===== config.mk =====
export PLATFORM = sky130hd
export DESIGN_NAME = slc_way_eval
export DESIGN_NICKNAME = d
export VERILOG_FILES = /design/src/sv/set_assoc_lru_cache_tags_assert.svh /design/src/sv/slc_pkg.sv /design/src/sv/slc_way_eval.sv
export SDC_FILE = /design/constraint.sdc
export NUM_CORES = 1
export LEC_CHECK = 0
export ABC_AREA = 1
export BUFFER_PORTS_ARGS = -buffer_cell sky130_fd_sc_hd__buf_2
export CAP_MARGIN = 20
export CORE_ASPECT_RATIO = 1.5
export CORE_MARGIN = 3
export CORE_UTILIZATION = 42
export CTS_CLUSTER_DIAMETER = 80
export DETAILED_ROUTE_END_ITERATION = 10
export HOLD_SLACK_MARGIN = 0.05
export PLACE_DENSITY = 0.84
export SYNTH_ARGS = -nofsm -noshare
export SYNTH_HDL_FRONTEND = slang
export SYNTH_SLANG_ARGS = --single-unit

===== constraint.sdc =====
create_clock -name clk -period 1.95 [get_ports clk]
set_clock_uncertainty 0.15 [all_clocks]
set_input_delay 0.195 -clock clk [delete_from_list [all_inputs] [get_ports clk]]
set_output_delay 0.195 -clock clk [all_outputs]
set_load 0.005 [all_outputs]

===== src/sv/set_assoc_lru_cache_tags_assert.svh =====
// Assertion macros shared by the cache tag controller.
`ifndef SET_ASSOC_LRU_CACHE_TAGS_ASSERT_SVH
`define SET_ASSOC_LRU_CACHE_TAGS_ASSERT_SVH

// Same-cycle implication, checked out of reset.
`define SLC_ASSERT_NOW(lbl, ck, rn, ante, cons, msg) \
    lbl: assert property (@(posedge ck) disable iff (!rn) (ante) |-> (cons)) \
        else $error(msg);

// Next-cycle implication, checked out of reset.
`define SLC_ASSERT_NEXT(lbl, ck, rn, ante, cons, msg) \
    lbl: assert property (@(posedge ck) disable iff (!rn) (ante) |=> (cons)) \
        else $error(msg);

`endif


===== src/sv/slc_pkg.sv =====
// Shared constants and types of the cache tag controller.
package slc_pkg;

    localparam int NUM_SETS   = 64;
    localparam int NUM_WAYS   = 4;
    localparam int LINE_BYTES = 16;
    localparam int ADDR_WIDTH = 32;

    localparam int OFF_BITS    = $clog2(LINE_BYTES);
    localparam int SET_BITS    = $clog2(NUM_SETS);
    localparam int TAG_BITS    = ADDR_WIDTH - OFF_BITS - SET_BITS;
    localparam int WAY_BITS    = (NUM_WAYS > 1) ? $clog2(NUM_WAYS) : 1;
    localparam int AGE_BITS    = WAY_BITS;
    localparam int ENTRY_BITS  = SET_BITS + WAY_BITS;
    localparam int ENTRIES     = 1 << ENTRY_BITS;
    localparam int META_BITS   = TAG_BITS + 1 + AGE_BITS;

    // Fixed field widths of the channels
    localparam int IN_ADDR_BITS  = 32;
    localparam int WAY_OUT_BITS  = 2;
    localparam int VTAG_BITS     = 22;

    localparam int CFG_INDEX_BITS = 1;
    localparam int CFG_DATA_BITS  = 1;

    localparam logic [CFG_INDEX_BITS-1:0] REG_WB_MODE     = 1'd0;
    localparam logic [CFG_INDEX_BITS-1:0] REG_WRITE_ALLOC = 1'd1;

    localparam logic MODE_READ  = 1'b0;
    localparam logic MODE_WRITE = 1'b1;

    localparam logic [AGE_BITS-1:0] AGE_MAX = AGE_BITS'(NUM_WAYS - 1);
    localparam logic [WAY_BITS-1:0] LAST_WAY = WAY_BITS'(NUM_WAYS - 1);

    typedef struct packed {
        logic [TAG_BITS-1:0] tag;
        logic                dirty;
        logic [AGE_BITS-1:0] age;
    } line_meta_t;

    // One way of the set, presented to the compare unit
    typedef struct packed {
        logic                clear;
        logic                vld;
        logic [WAY_BITS-1:0] way;
        logic                line_valid;
        logic [TAG_BITS-1:0] ref_tag;
        line_meta_t          meta;
    } way_beat_t;

    // Running lookup result over the ways seen so far
    typedef struct packed {
        logic                hit;
        logic [WAY_BITS-1:0] hit_way;
        logic [AGE_BITS-1:0] hit_age;
        logic                free;
        logic [WAY_BITS-1:0] free_way;
        logic [WAY_BITS-1:0] lru_way;
        logic [AGE_BITS-1:0] lru_age;
        logic [TAG_BITS-1:0] lru_tag;
        logic                lru_dirty;
    } lookup_t;

endpackage


===== src/sv/slc_way_eval.sv =====
// Shared tag/age compare unit: folds one way per cycle into the lookup result.
module slc_way_eval (
    input  logic               clk,
    input  logic               rst_n,
    input  slc_pkg::way_beat_t beat,
    output slc_pkg::lookup_t   look
);
    import slc_pkg::*;

    logic                hit_reg;
    logic [WAY_BITS-1:0] hit_way_reg;
    logic [AGE_BITS-1:0] hit_age_reg;
    logic                free_reg;
    logic [WAY_BITS-1:0] free_way_reg;
    logic [WAY_BITS-1:0] lru_way_reg;
    logic [AGE_BITS-1:0] lru_age_reg;
    logic [TAG_BITS-1:0] lru_tag_reg;
    logic                lru_dirty_reg;
    logic                match;

    assign match = beat.line_valid && (beat.meta.tag == beat.ref_tag);

    always_ff @(posedge clk or negedge rst_n)
    begin
        if (!rst_n)
        begin
            hit_reg      <= 1'b0;
            hit_way_reg  <= '0;
            hit_age_reg  <= '0;
            free_reg     <= 1'b0;
            free_way_reg <= '0;
            lru_way_reg  <= '0;
            lru_age_reg  <= '0;
        end
        else if (beat.clear)
        begin
            hit_reg      <= 1'b0;
            hit_way_reg  <= '0;
            hit_age_reg  <= '0;
            free_reg     <= 1'b0;
            free_way_reg <= '0;
            lru_way_reg  <= '0;
            lru_age_reg  <= '0;
        end
        else if (beat.vld)
        begin
            if (match && !hit_reg)
            begin
                hit_reg     <= 1'b1;
                hit_way_reg <= beat.way;
                hit_age_reg <= beat.meta.age;
            end
            if (!beat.line_valid && !free_reg)
            begin
                free_reg     <= 1'b1;
                free_way_reg <= beat.way;
            end
            // >= so that ties go to the higher way
            if (beat.meta.age >= lru_age_reg)
            begin
                lru_age_reg <= beat.meta.age;
                lru_way_reg <= beat.way;
            end
        end
    end

    // Victim tag and dirty bit follow the way picked above
    always_ff @(posedge clk)
    begin
        if (!beat.clear && beat.vld && (beat.meta.age >= lru_age_reg))
        begin
            lru_tag_reg   <= beat.meta.tag;
            lru_dirty_reg <= beat.meta.dirty;
        end
    end

    always_comb
    begin
        look.hit       = hit_reg;
        look.hit_way   = hit_way_reg;
        look.hit_age   = hit_age_reg;
        look.free      = free_reg;
        look.free_way  = free_way_reg;
        look.lru_way   = lru_way_reg;
        look.lru_age   = lru_age_reg;
        look.lru_tag   = lru_tag_reg;
        look.lru_dirty = lru_dirty_reg;
    end

endmodule


==> summary by stage <==
Global route
The via count of the first global-routing pass is 2,087. The number of antenna violations at the first check in global routing is 0. The global-route wire length before repair is 8983 um. The overall routing resource usage is 0.2156. Summed over all layers, the global routing overflow is 0. The maximum number of pins on one net before global-route repair is 16.

Clock network
In this run the post-CTS setup repair buffer count came out at 0. CTS built an H-tree with a depth of 2. The latest clock arrival within the worst-skew pair is 0.29 ns. The maximum count of clock buffers along a single path is 2. Clock-pin slew was measured on the worst setup and hold paths at 0.07 ns. The clock tree from TritonCTS is yes.

The number of clock sinks seen by CTS is 35. TritonCTS created 5 clock buffers. The root cell of the clock tree is sky130_fd_sc_hd__clkbuf_8.

Die
The die footprint is 0.005580 mm2. The top-level I/O count is 89. Row generation in the floorplan step produced 29 rows. The die outline width is 62 um. The core area is 0.004390 mm2. The die is 90 um tall. For this configuration, the core starts out at a cell density of 0.4500.

Worst setup path
Data on the critical path is required at its endpoint by 1.84 ns. The minimum setup slack among reg-to-reg paths is 0.10 ns. In this run the critical register-to-register path is launched from lru_age_reg[0]$_DFFE_PN0P_.

STA classifies the critical path endpoint as a flip-flop. The endpoint of the worst setup timing path is lru_tag_reg[5]$_DFFE_PP_. The worst flop-to-flop path endpoint is lru_tag_reg[5]$_DFFE_PP_.

The startpoint class of the critical path is a flip-flop. In this run the worst setup path begins at lru_age_reg[0]$_DFFE_PN0P_. The number of cell instances on the worst register-to-register path is 8.

The maximum fanout encountered on the critical timing path is 15. The critical path arrival is 1.73 ns. The critical path is of the flip-flop to flip-flop type.

Place
The standard cell area after detailed placement is 0.002500 mm2. Detailed placement ended at an HPWL of 4085 um. Port buffering added 88 buffers. The congestion estimate from routability-driven global placement came to 0.8110. The pre-CTS worst setup slack is 0.1104 ns.

Yosys
Ranked by total cell area, the synthesized netlist is headed by sky130_fd_sc_hd__edfxtp_1, sky130_fd_sc_hd__nand2_1, sky130_fd_sc_hd__dfrtp_1. After synthesis the cells add up to 0.001976 mm2. The sequential cell area fraction in the yosys report is 0.5016. The proportion of netlist area held by the largest area contributor is 0.3496. Of all flip-flops after synthesis, the portion carrying an async set or reset was 0.3429. After synthesis, the mean cell area works out to 7.871 um2. The dominant cell type by area after synthesis is sky130_fd_sc_hd__edfxtp_1. The number of instances in the synthesized netlist is 251. The top flip-flop cell by instance count after synthesis is sky130_fd_sc_hd__edfxtp_1. The post-synthesis register bit count is 35. Ranked by instance count, the synthesized netlist is headed by sky130_fd_sc_hd__nand2_1, sky130_fd_sc_hd__inv_1, sky130_fd_sc_hd__nor2_1. The number of nets handed over by synthesis was 307. During synthesis, Yosys emitted a total of 0 warnings. In the post-synthesis netlist, the cell with the most instances is sky130_fd_sc_hd__nand2_1. The synthesized design contains 23 enable-type register cells. The count of different cell masters after synthesis is 20.

STA
The slew at the pin with the worst max-slew slack is 0.3412 ns. Final hold analysis gives a worst-case slack of 0.06372 ns. The count of pins over their slew limit came to 0. The worst relative slew slack is 0.7709.

After layout, the worst setup slack is 0.1031 ns. The final-report setup violation count is 0. Setup repair after global routing left no endpoint under its margin. The setup TNS after final layout is 0 ns.

Static timing analysis puts the maximum clock frequency at 541.5 MHz. The number of failing hold endpoints at the final stage came to 0. The shortest clock period the worst path allows after layout is 1.847 ns. The portion of the clock cycle consumed by the worst path in the final layout is 0.9471.

Power
Summed over all cells, the static leakage comes to 1.555 nW. The maximum vdd ir drop is 0.3563 mV. For this design the ratio of total power to cell area is 645.8 mW/mm2.

Routing
The number of nets with antenna violations after routing is 0. For this block, the routed nets add up to 5599 um of wire. For this block, the initial DRC count from the detailed router was 74. In the routed layout, each cell is associated on average with a via count of 4.661. After detailed routing, the number of remaining DRC violations is 0.

For this run, the detailed router's first-pass iteration total came to 5. Dividing the detail-routed wire length by the instance count gives 12.81 um. The count of vias placed by the detailed router is 2,037.

Hold path
The worst hold path stage count is 3. The classification of the worst-slack hold path is primary input to flip-flop.

Layout
The number of antenna diodes in the final layout is 0. The layout cell share with drive strength beyond 1 is 0.2987. The flip-flop count of the largest register after layout is 22. The post-synthesis to final-layout area growth is 46.68%. Summing all non-filler instances in the final layout gives an area of 0.002898 mm2. The final layout contains 430 nets.

Run
The number of max-cap violations is 0.

Status
The flow ran to the end, and the final reports show no timing, DRC or antenna violations.
repair_timing:
action,4_1_cts,5_1_grt
endpoints found under the hold margin,40,0
hold buffers,28,0
resized for setup,0,1
endpoints found under the setup margin,0,16
critical path: stages, from the launching register on:
cell,delay (ns)
sky130_fd_sc_hd__dfrtp_1,0.40
sky130_fd_sc_hd__ha_1,0.28
sky130_fd_sc_hd__o21ai_1,0.13
sky130_fd_sc_hd__nand2_1,0.07
sky130_fd_sc_hd__nand2_1,0.08
sky130_fd_sc_hd__inv_1,0.05
sky130_fd_sc_hd__nand2_2,0.12
sky130_fd_sc_hd__clkinvlp_4,0.11
sky130_fd_sc_hd__buf_4,0.20
cell type report:
type	instances	area, um2
Fill cell	368	1493
Sequential cell	35	991.0
Multi-Input combinational cell	160	762.0
Timing Repair Buffer	120	750.7
Inverter	52	198.9
Clock buffer	6	82.58
Tap cell	62	77.57
Clock inverter	2	35.03
layer usage:
metal	vias up	track usage	wire, um
li1	1014	-	-
met1	932	0.2149	1931
met2	76	0.3971	3185
met3	15	0.04155	315
met4	0	0.09558	166
met5	-	0	0
kinds of logic (layout without fill, tap and decap cells):
| kind of cell | count (synthesis) | after routing | share of synthesized area |
|---|---|---|---|
| simple gates | 140 | 140 | 0.3046 |
| xor+xnor | 9 | 9 | 0.03990 |
| fa+ha+maj | 2 | 2 | 0.01266 |
| flops | 35 | 35 | 0.5016 |
| buf+inv | 56 | 180 | 0.1140 |
| compound gates | 9 | 9 | 0.02723 |
through the flow:
step                total power [mW]  instances    util
finish                         1.872        437  0.6600
global route                   1.953        437  0.6600
CTS                            1.871        437  0.6600
detailed placement             1.152        401  0.5694
global placement               1.142        401  0.5694
floorplan                      1.007        251       -
how the worst min path moves through the flow:
stage / startpoint / to / slack, ns
final: beat[48] / free_way_reg[0]$_DFFE_PN0P_ / 0.06
after global routing: beat[48] / free_way_reg[0]$_DFFE_PN0P_ / 0.08
after CTS: beat[48] / free_way_reg[0]$_DFFE_PN0P_ / 0.05
after detailed placement: rst_n / lru_age_reg[0]$_DFFE_PN0P_ / -0.06
after global placement: rst_n / lru_age_reg[0]$_DFFE_PN0P_ / -0.07
after floorplan: rst_n / free_reg$_DFFE_PN0P_ / -0.25
report_power, final:
group          leakage (nW)  internal (mW)  switching, mW  total [mW]
sequential            0.377          0.829         0.0112       0.840
clock                0.0612          0.414          0.271       0.685
combinational          1.12          0.161          0.186       0.347
cells in the final DEF (no fill, tap or decap), types with 4 or more instances in the layout:
master                          instances
sky130_fd_sc_hd__buf_2                 88
sky130_fd_sc_hd__buf_4                  4
sky130_fd_sc_hd__clkbuf_8               6
sky130_fd_sc_hd__dfrtp_1               12
sky130_fd_sc_hd__dlygate4sd3_1         28
sky130_fd_sc_hd__edfxtp_1              23
sky130_fd_sc_hd__inv_1                 50
sky130_fd_sc_hd__nand2_1               84
sky130_fd_sc_hd__nand3_1               17
sky130_fd_sc_hd__nand4_1                6
sky130_fd_sc_hd__nor2_1                24
sky130_fd_sc_hd__nor2_2                 5
sky130_fd_sc_hd__o21ai_0                4
sky130_fd_sc_hd__xnor2_1                8
No activity file was read; power rests on OpenSTA's default activity.
