$ cat config.mk
export PLATFORM = sky130hd
export DESIGN_NAME = slc_ram
export DESIGN_NICKNAME = d
export VERILOG_FILES = /design/src/sv/set_assoc_lru_cache_tags_assert.svh /design/src/sv/slc_ram.sv
export SDC_FILE = /design/constraint.sdc
export NUM_CORES = 1
export LEC_CHECK = 0
export ABC_AREA = 1
export BUFFER_PORTS_ARGS = -buffer_cell sky130_fd_sc_hd__buf_2
export CAP_MARGIN = 20
export CORE_MARGIN = 1
export CORE_UTILIZATION = 53
export DETAILED_ROUTE_END_ITERATION = 7
export PLACE_DENSITY = 0.7
export RECOVER_POWER = 25
export REMOVE_ABC_BUFFERS = 1
export SLEW_MARGIN = 20
export SYNTH_ARGS = -nofsm -noshare
export SYNTH_HDL_FRONTEND = slang
export SYNTH_SLANG_ARGS = --single-unit
$ cat constraint.sdc
create_clock -name clk -period 1.25 [get_ports clk]
set_input_delay 0 -clock clk [delete_from_list [all_inputs] [get_ports clk]]
set_output_delay 0 -clock clk [all_outputs]
set_load 0.03 [all_outputs]
$ cat src/sv/set_assoc_lru_cache_tags_assert.svh
// Assertion macros shared by the cache tag controller.
`ifndef SET_ASSOC_LRU_CACHE_TAGS_ASSERT_SVH
`define SET_ASSOC_LRU_CACHE_TAGS_ASSERT_SVH

// Same-cycle implication, checked out of reset.
`define SLC_ASSERT_NOW(lbl, ck, rn, ante, cons, msg) \
    lbl: assert property (@(posedge ck) disable iff (!rn) (ante) |-> (cons)) \
        else $error(msg);

// Next-cycle implication, checked out of reset.
`define SLC_ASSERT_NEXT(lbl, ck, rn, ante, cons, msg) \
    lbl: assert property (@(posedge ck) disable iff (!rn) (ante) |=> (cons)) \
        else $error(msg);

`endif

$ cat src/sv/slc_ram.sv
// Generic single-write, single-read RAM with registered read data.
module slc_ram #(
    parameter int WIDTH = 8,
    parameter int DEPTH = 16
) (
    input  logic                     clk,
    input  logic                     we,
    input  logic [$clog2(DEPTH)-1:0] waddr,
    input  logic [WIDTH-1:0]         wdata,
    input  logic [$clog2(DEPTH)-1:0] raddr,
    output logic [WIDTH-1:0]         rdata
);

    logic [WIDTH-1:0] mem [DEPTH];

    always_ff @(posedge clk)
    begin
        if (we)
        begin
            mem[waddr] <= wdata;
        end
        rdata <= mem[raddr];
    end

endmodule

==> flow_metrics.env, run 1 <==
export IMPL_outcome="completed"
export IMPL_avgSynthCellArea_um2=10.5
export IMPL_grt_setup_unrepaired="no"
export IMPL_clockBufferDepth=2
export IMPL_grtUsageTotal=0.239
export IMPL_startpoint_type="primary input"
export IMPL_setup_ws_ns=0.155
export IMPL_cts_root_buffer="clkbuf_8"
export IMPL_clk_pin_slew_ns=0.06
export IMPL_worst_setup_path_type="primary input to register"
export IMPL_clockPowerShare=0.456
export IMPL_drive_gt1_frac=0.121
export IMPL_p_switching_uw=2310
export IMPL_p_leak_uw=0.00296
export IMPL_io_buffers=25
export IMPL_yosysWarningCount=0
export IMPL_dr_pass1_iters=5
export IMPL_grt_pass1_wl_mm=19.7
export IMPL_r2r_setup_slack_ns=0.24
export IMPL_highest_layer="met4"
export IMPL_htree_levels=4
export IMPL_yosysSeqAreaShare=0.694
export IMPL_synth_cell_types=12
export IMPL_min_period_ns=1.10
export IMPL_reg2reg_depth=6
export IMPL_ios=26
export IMPL_die_w_um=106
export IMPL_p_comb_frac=0.065
export IMPL_crit_fanout=22
export IMPL_postPlaceCellArea_um2=6140
export IMPL_final_common_cell="nand2_1"
export IMPL_gp_congestion=0.798
export IMPL_min_path_cells=5
export IMPL_synth_seq_cells=136
export IMPL_overflow=0
export IMPL_wl_met1_mm=5.36
export IMPL_final_area_um2=6800
export IMPL_r2r_end="rdata[7]$_DFF_P_"
export IMPL_required_ns=1.72
export IMPL_wl_met3_um=776
export IMPL_syn_instance_count=551
export IMPL_antenna_left=0
export IMPL_insertion_delay_ns=0.53
export IMPL_hpwl_mm=7.59
export IMPL_antenna_found_initial=0
export IMPL_relSlewSlack=0.581
export IMPL_cts_sinks=136
export IMPL_dp_cells=716
export IMPL_fmax_mhz=913
export IMPL_final_cell_mix="nand2_1 (173), edfxtp_1 (128), inv_1 (100), nand3_1 (97), buf_2 (23)"
export IMPL_netlist_area_um2=5770
export IMPL_initial_core_util=0.554
export IMPL_hold_start="raddr[2]"
export IMPL_reg2reg_from="mem[3][7]$_DFFE_PP_"
export IMPL_p_seq_frac=0.479
export IMPL_finalHoldViolations=0
export IMPL_first_global_vias=3798
export IMPL_place_ws_ns=0.0764
export IMPL_via_per_inst=5.13
export IMPL_cts_resized_gates=0
export IMPL_tns_ns=0
export IMPL_worst_ep_arrival_time_ns=1.57
export IMPL_grt_start_max_net_pins=36
export IMPL_ir_drop_mv=1.10
export IMPL_cts_made_buffers=17
export IMPL_drt_wirelength_per_cell_um=16.2
export IMPL_p_int_uw=8400
export IMPL_cp_end_kind="register"
export IMPL_stdcell_count=758
export IMPL_area_delta_synth_final_pct=17.9
export IMPL_finalWirelength_mm=12.3
export IMPL_antennaDiodeCount=0
export IMPL_nets=627
export IMPL_tightest_slew_ns=0.628
export IMPL_die_y_um=106
export IMPL_maxCapViolCount=0
export IMPL_holdPathEnd="rdata[1]$_DFF_P_"
export IMPL_p_per_area_nw_per_um2=1580
export IMPL_drv_slew=0
export IMPL_drc_errors=0
export IMPL_finClkSkew_ns=0.00785
export IMPL_vias=3888
export IMPL_core_region_area_um2=10400
export IMPL_period_share=0.876
export IMPL_hold_path_class="primary input to register"
export IMPL_dieArea_um2=11300
export IMPL_fp_row_count=37
export IMPL_dr_wl_met2_mm=5.88
export IMPL_switching_share=0.216
export IMPL_cts_tree="built"
export IMPL_drtIter0Drc=259
export IMPL_finalSetupViolations=0
-- final cells by class --
| class | count | area [um2] |
|---|---|---|
| multi-input cells | 289 | 1210 |
| clock buffers | 20 | 435 |
| inverters | 102 | 383 |
| repair buffers | 63 | 440 |
| clock inverters | 12 | 151 |
| well taps | 136 | 170 |
| fillers | 813 | 3620 |
| flip-flops and latches | 136 | 4000 |
-- sequential cells by signal (all words and copies together) (netlist names) --
signal / flops
mem: 128
rdata: 8
-- power groups by stage --
stage	combinational [uW]	clock [uW]	sequential [uW]
3_5_place_dp	672	0	5220
3_3_place_gp	657	0	5220
4_1_cts	703	4960	5130
2_1_floorplan	275	0	5280
6_report	697	4890	5130
5_1_grt	766	5130	5130
-- critical path: stages --
cell and delay (ns):
dlygate4sd3_1 0.53, buf_2 0.13, inv_2 0.22, buf_12 0.20, nand3_1 0.09, nand3_1 0.11
nand3_1 0.15, nand2_1 0.11
-- kinds of logic (layout without fill, tap and decap cells) --
group	after synthesis	in the layout	share of synthesized area
flops	136	136	0.694
simple gates	289	289	0.210
buf+inv	126	197	0.0952
-- synth_stat cells --
cell type / n / area [um2]
nand3b_1: 2 / 15.0
nand2_1: 173 / 649
buf_2: 13 / 65.1
inv_1: 100 / 375
buf_4: 4 / 30.0
edfxtp_1: 128 / 3840
nand3_1: 97 / 485
buf_6: 6 / 67.6
nor2_1: 17 / 63.8
dfxtp_1: 8 / 160
buf_1: 1 / 3.75
inv_2: 2 / 7.51
-- how the worst max path moves through the flow --
stage	from	end	slack (ns)	cells after the start
global route	raddr[1]	rdata[7]$_DFF_P_	0.09	8
finish	raddr[1]	rdata[7]$_DFF_P_	0.15	8
floorplan	raddr[0]	rdata[2]$_DFF_P_	0.27	6
CTS	rdata[1]$_DFF_P_	rdata[1]	0.16	1
global placement	waddr[0]	mem[2][1]$_DFFE_PP_	0.13	5
detailed placement	waddr[0]	mem[2][3]$_DFFE_PP_	0.08	5
-- metrics by stage --
stage / hold WS [ns] / power [uW] / utilization
after detailed placement: 0.422 / 5890 / 0.590
after global placement: 0.408 / 5880 / 0.590
after floorplan: 0.0989 / 5550 / -
after CTS: 0.000664 / 10800 / 0.656
after global routing: 0.0257 / 11000 / 0.653
final: 0.0266 / 10700 / 0.653
-- metal layers --
| layer | track usage | vias to the layer above |
|---|---|---|
| li1 | - | 1892 |
| met2 | 0.383 | 135 |
| met3 | 0.0454 | 21 |
| met4 | 0.0913 | 0 |
| met1 | 0.324 | 1840 |
| met5 | 0 | - |
-- repair_timing --
action | 4_1_cts | 5_1_grt
hold buffers | 10 | 0
hold endpoints to repair | 136 | 0
setup buffers | 0 | 0
No activity file was read; power rests on OpenSTA's default activity.
==> inputs of run 2 (changes only) <==
--- a/config.mk
+++ b/config.mk
@@ -11,7 +11,7 @@
 export CORE_MARGIN = 1
 export CORE_UTILIZATION = 53
 export DETAILED_ROUTE_END_ITERATION = 7
-export PLACE_DENSITY = 0.7
+export PLACE_DENSITY = 0.73
 export RECOVER_POWER = 25
 export REMOVE_ABC_BUFFERS = 1
 export SLEW_MARGIN = 20
==> constraint.sdc (replaced) <==
create_clock -name clk -period 1 [get_ports clk]
set_input_delay 0 -clock clk [delete_from_list [all_inputs] [get_ports clk]]
set_output_delay 0 -clock clk [all_outputs]
set_load 0.03 [all_outputs]
==> flow_metrics.env, run 2 (same netlist as run 1, synthesis figures left out) <==
export IMPL_worstPathCellList="buf_6"
export IMPL_finClkSkew_ns=0.00602
export IMPL_ir_drop_mv=1.60
export IMPL_largest_reg_flops=128
export IMPL_cp_end_kind="primary output"
export IMPL_final_cell_mix="nand2_1 (172), edfxtp_1 (128), inv_1 (100), nand3_1 (74), nand3_2 (23)"
export IMPL_period_share=1.00
export IMPL_cts_sinks=136
export IMPL_finalWirelength_mm=12.8
export IMPL_initial_core_util=0.554
export IMPL_outcome="complete, but fails checks"
export IMPL_violations="setup timing"
export IMPL_cts_tree="built"
export IMPL_p_leak_uw=0.00304
export IMPL_startpoint_type="register"
export IMPL_dieArea_um2=11300
export IMPL_drt_wirelength_per_cell_um=16.8
export IMPL_drtIter0Drc=377
export IMPL_drv_slew=0
export IMPL_top_regs="mem: 128 flops, rdata: 8 flops"
export IMPL_gp_congestion=0.786
export IMPL_antenna_found_initial=0
export IMPL_min_period_ns=1.00
export IMPL_insertion_delay_ns=0.53
export IMPL_grt_pass1_wl_mm=20.4
export IMPL_holdWs_ns=0.0753
export IMPL_drc_errors=0
export IMPL_stdcell_count=761
export IMPL_fmax_mhz=1000
export IMPL_finalHoldViolations=0
export IMPL_clockBufferDepth=2
export IMPL_grt_start_max_net_pins=39
export IMPL_cts_root_buffer="clkbuf_8"
export IMPL_nets=630
export IMPL_p_per_area_nw_per_um2=1950
export IMPL_htree_levels=4
export IMPL_cpMaxStageDelayCell="dfxtp_2"
export IMPL_first_global_vias=3880
export IMPL_die_w_um=106
export IMPL_grt_setup_unrepaired="yes"
export IMPL_worst_setup_path_type="register to primary output"
export IMPL_required_ns=1.00
export IMPL_largest_register="mem"
export IMPL_final_common_cell="nand2_1"
export IMPL_path_buf_inv=1
export IMPL_core_region_area_um2=10400
export IMPL_fillers=707
export IMPL_clk_pin_slew_ns=0.06
export IMPL_antennaDiodeCount=0
export IMPL_vias=3948
export IMPL_hold_path_class="primary input to register"
export IMPL_relSlewSlack=0.566
export IMPL_multiInputGateArea_um2=1330
export IMPL_antenna_left=0
export IMPL_dp_cells=719
export IMPL_ios=26
export IMPL_io_buffers=25
export IMPL_crit_fanout=1
export IMPL_place_ws_ns=-0.0650
export IMPL_hpwl_mm=7.81
export IMPL_setup_ws_ns=-0.000265
export IMPL_drive_gt1_frac=0.168
export IMPL_dr_pass1_iters=7
export IMPL_final_area_um2=7020
export IMPL_maxCapViolCount=0
export IMPL_die_y_um=106
export IMPL_via_per_inst=5.19
export IMPL_worst_ep_arrival_time_ns=1.00
export IMPL_cts_made_buffers=17
export IMPL_postPlaceCellArea_um2=6190
export IMPL_area_delta_synth_final_pct=21.8
export IMPL_fp_row_count=37
export IMPL_ff_latch_area_um2=4010
export IMPL_tns_ns=-0.000265
export IMPL_grtUsageTotal=0.251
export IMPL_post_cts_buffers=0
export IMPL_overflow=0
export IMPL_finalSetupViolations=1
export IMPL_critPathTopFamily="flip-flops"
export IMPL_cp_slowest_stage_delay_ns=0.34
export IMPL_tightest_slew_ns=0.651
[run 2: cell count changes in the layout (fill, tap and decap cells not counted), sizes merged]
cell	before	now
clkbuf	30	33
bufinv	3	4
clkinv	7	8
buf	43	41
[run 2: worst paths after layout]
| kind | startpoint | endpoint | slack [ns] | cells after the start |
|---|---|---|---|---|
| hold / removal | raddr[1] | rdata[3]$_DFF_P_ | 0.08 | 6 |
| setup reg to reg | mem[7][4]$_DFFE_PP_ | rdata[4]$_DFF_P_ | 0.03 | 6 |
| hold reg to reg | mem[12][1]$_DFFE_PP_ | rdata[1]$_DFF_P_ | 0.67 | 6 |
| setup / recovery | rdata[1]$_DFF_P_ | rdata[1] | -0.0003 | 1 |
[run 2: cell type report]
| type | instances | share of cell area |
|---|---|---|
| tap | 136 | 0.0242 |
| clock buffer | 18 | 0.0595 |
| sequential | 136 | 0.572 |
| multi-input combinational | 289 | 0.190 |
| inverter | 102 | 0.0545 |
| clock inverter | 14 | 0.0258 |
| timing repair buffer | 66 | 0.0747 |
[run 2: repair_timing]
item                                    in CTS  in global routing
pin swaps                                    0                  9
hold buffers                                10                  0
endpoints found under the hold margin      136                  0
gates resized for setup                     22                 26
endpoints found under the setup margin       8                 16
[run 2: per-stage QoR]
step / total power [uW] / util
5_1_grt: 14100 / 0.674
6_report: 13700 / 0.674
2_1_floorplan: 6940 / -
3_3_place_gp: 7380 / 0.594
4_1_cts: 13700 / 0.667
3_5_place_dp: 7390 / 0.594
[run 2: where the power goes]
group	switching [uW]	internal (uW)
combinational	640	342
clock	2280	4020
sequential	48.4	6380
[run 2: metal layers]
metal,up-vias,routed length [um],share of wire,global-route usage
li1,1897,-,-,-
met1,1860,5290,0.41,0.331
met2,164,6220,0.49,0.386
met3,27,985,0.077,0.0699
met4,0,267,0.021,0.116
met5,-,0,0,0
==> inputs of run 3 (changes only) <==
--- a/config.mk
+++ b/config.mk
@@ -13,7 +13,6 @@
 export DETAILED_ROUTE_END_ITERATION = 7
 export PLACE_DENSITY = 0.73
 export RECOVER_POWER = 25
-export REMOVE_ABC_BUFFERS = 1
 export SLEW_MARGIN = 20
 export SYNTH_ARGS = -nofsm -noshare
 export SYNTH_HDL_FRONTEND = slang
==> flow_metrics.env, run 3 (same netlist as run 1, synthesis figures left out) <==
export IMPL_outcome="complete, but fails checks"
export IMPL_violations="setup timing"
export IMPL_drv_slew=0
export IMPL_setup_ws_ns=-0.00428
export IMPL_path_buf_inv=1
export IMPL_r2r_end="rdata[1]$_DFF_P_"
export IMPL_clk_pin_slew_ns=0.06
export IMPL_min_period_ns=1.00
export IMPL_relSlewSlack=0.631
export IMPL_ios=26
export IMPL_nets=629
export IMPL_post_cts_buffers=0
export IMPL_reg2reg_from="mem[1][1]$_DFFE_PP_"
export IMPL_first_global_vias=3805
export IMPL_die_y_um=106
export IMPL_cp_slowest_stage_delay_ns=0.35
export IMPL_finalHoldViolations=0
export IMPL_cts_root_buffer="clkbuf_8"
export IMPL_worst_setup_path_type="register to primary output"
export IMPL_insertion_delay_ns=0.52
export IMPL_grt_pass1_wl_mm=20.1
export IMPL_initial_core_util=0.554
export IMPL_dr_pass1_iters=5
export IMPL_period_share=1.00
export IMPL_p_leak_uw=0.00309
export IMPL_p_per_area_nw_per_um2=1960
export IMPL_largest_reg_flops=128
export IMPL_largest_register="mem"
export IMPL_final_cell_mix="nand2_1 (170), edfxtp_1 (128), inv_1 (97), nand3_1 (56), nand3_2 (41)"
export IMPL_fp_row_count=37
export IMPL_critPathTopFamily="flip-flops"
export IMPL_drtIter0Drc=306
export IMPL_tns_ns=-0.00428
export IMPL_grt_start_max_net_pins=33
export IMPL_holdPathEnd="rdata[4]$_DFF_P_"
export IMPL_syn_nets=569
export IMPL_drive_gt1_frac=0.204
export IMPL_hpwl_mm=7.91
export IMPL_worstPathCellList="buf_6"
export IMPL_tightest_slew_ns=0.553
export IMPL_vias=4060
export IMPL_fmax_mhz=996
export IMPL_required_ns=1.00
export IMPL_antenna_left=0
export IMPL_via_per_inst=5.34
export IMPL_die_w_um=106
export IMPL_cpMaxStageDelayCell="dfxtp_2"
export IMPL_cp_end_kind="primary output"
export IMPL_maxCapViolCount=0
export IMPL_grtUsageTotal=0.249
export IMPL_gp_congestion=0.870
export IMPL_crit_fanout=1
export IMPL_drc_errors=0
export IMPL_worst_ep_arrival_time_ns=1.00
export IMPL_r2r_setup_slack_ns=0.02
export IMPL_antenna_found_initial=0
export IMPL_finalPower_uw=14000
export IMPL_hold_start="raddr[1]"
export IMPL_startpoint_type="register"
export IMPL_dieArea_um2=11300
export IMPL_finalSetupViolations=1
export IMPL_core_region_area_um2=10400
export IMPL_hold_path_class="primary input to register"
export IMPL_drt_wirelength_per_cell_um=17.6
export IMPL_reg2reg_depth=6
export IMPL_overflow=0
export IMPL_antennaDiodeCount=0
export IMPL_grt_setup_unrepaired="yes"
export IMPL_htree_levels=4
export IMPL_area_delta_synth_final_pct=23.9
export IMPL_final_common_cell="nand2_1"
export IMPL_finClkSkew_ns=0.00707
export IMPL_cts_made_buffers=17
export IMPL_io_buffers=25
export IMPL_ir_drop_mv=1.21
export IMPL_min_path_cells=6
export IMPL_cts_sinks=136
export IMPL_finalWirelength_mm=13.4
export IMPL_cts_tree="built"
export IMPL_top_regs="mem: 128 flops, rdata: 8 flops"
export IMPL_clockBufferDepth=2
export IMPL_fin_util=0.686
run 3: cell types whose count changed in the layout (fill, tap and decap cells not counted), sizes merged:
cell / delta
inv: +1
buf: +3
bufinv: +1
clkinvlp: -1
clkinv: -2
clkbuf: -3
run 3: cell type report:
type,instances,area (um2)
Fill cell,733,3270
Tap cell,136,170
Sequential cell,136,4010
Clock buffer,19,422
Inverter,102,383
Multi-Input combinational cell,289,1430
Timing Repair Buffer,65,529
Clock inverter,13,201
run 3: what timing repair did:
action	4_1_cts	5_1_grt
hold endpoints to repair	136	0
cloned	0	0
resized for setup	24	45
setup endpoints to repair	11	12
hold buffers	10	0
pin swaps	0	13
run 3: power by group:
| part | internal [uW] | switching [uW] | leakage (uW) | total [uW] |
|---|---|---|---|---|
| clock network | 4290 | 2270 | 0.000301 | 6560 |
| logic | 363 | 680 | 0.00157 | 1040 |
| registers | 6380 | 47.5 | 0.00122 | 6430 |
| total | 11000 | 3000 | 0.00309 | 14000 |
run 3: worst max-delay path by stage:
stage,slack [ns],from,depth (start not counted),endpoint
4_1_cts,-0.02,rdata[4]$_DFF_P_,1,rdata[4]
3_5_place_dp,-0.04,raddr[0],7,rdata[4]$_DFF_P_
2_1_floorplan,0.05,waddr[3],2,mem[4][0]$_DFFE_PP_
6_report,-0.004,rdata[4]$_DFF_P_,1,rdata[4]
3_3_place_gp,-0.04,raddr[0],8,rdata[4]$_DFF_P_
5_1_grt,-0.03,rdata[4]$_DFF_P_,1,rdata[4]
run 3: metal layers:
metal / up-vias / GRT usage / share of wire
li1: 1898 / - / -
met4: 0 / 0.126 / 0.026
met2: 159 / 0.395 / 0.50
met3: 29 / 0.0454 / 0.063
met1: 1974 / 0.330 / 0.41
met5: - / 0 / 0
run 3: per-stage QoR:
step	hold WS (ns)	setup slack, ns	instance area [um2]	cells
after floorplan	0.0989	0.0492	5770	551
after global routing	0.140	-0.0272	7140	760
after detailed placement	0.435	-0.0411	6180	718
after CTS	0.0487	-0.0194	6980	760
final	0.0966	-0.00428	7140	760
after global placement	0.418	-0.0403	6180	718
run 3: worst register-to-register path, cell delays in order, from the launching register on:
cell and delay [ns]:
edfxtp_1 0.36, inv_1 0.07, nand2_1 0.07, nand3_2 0.09, nand3_2 0.10, nand3_2 0.11
nand2_1 0.06
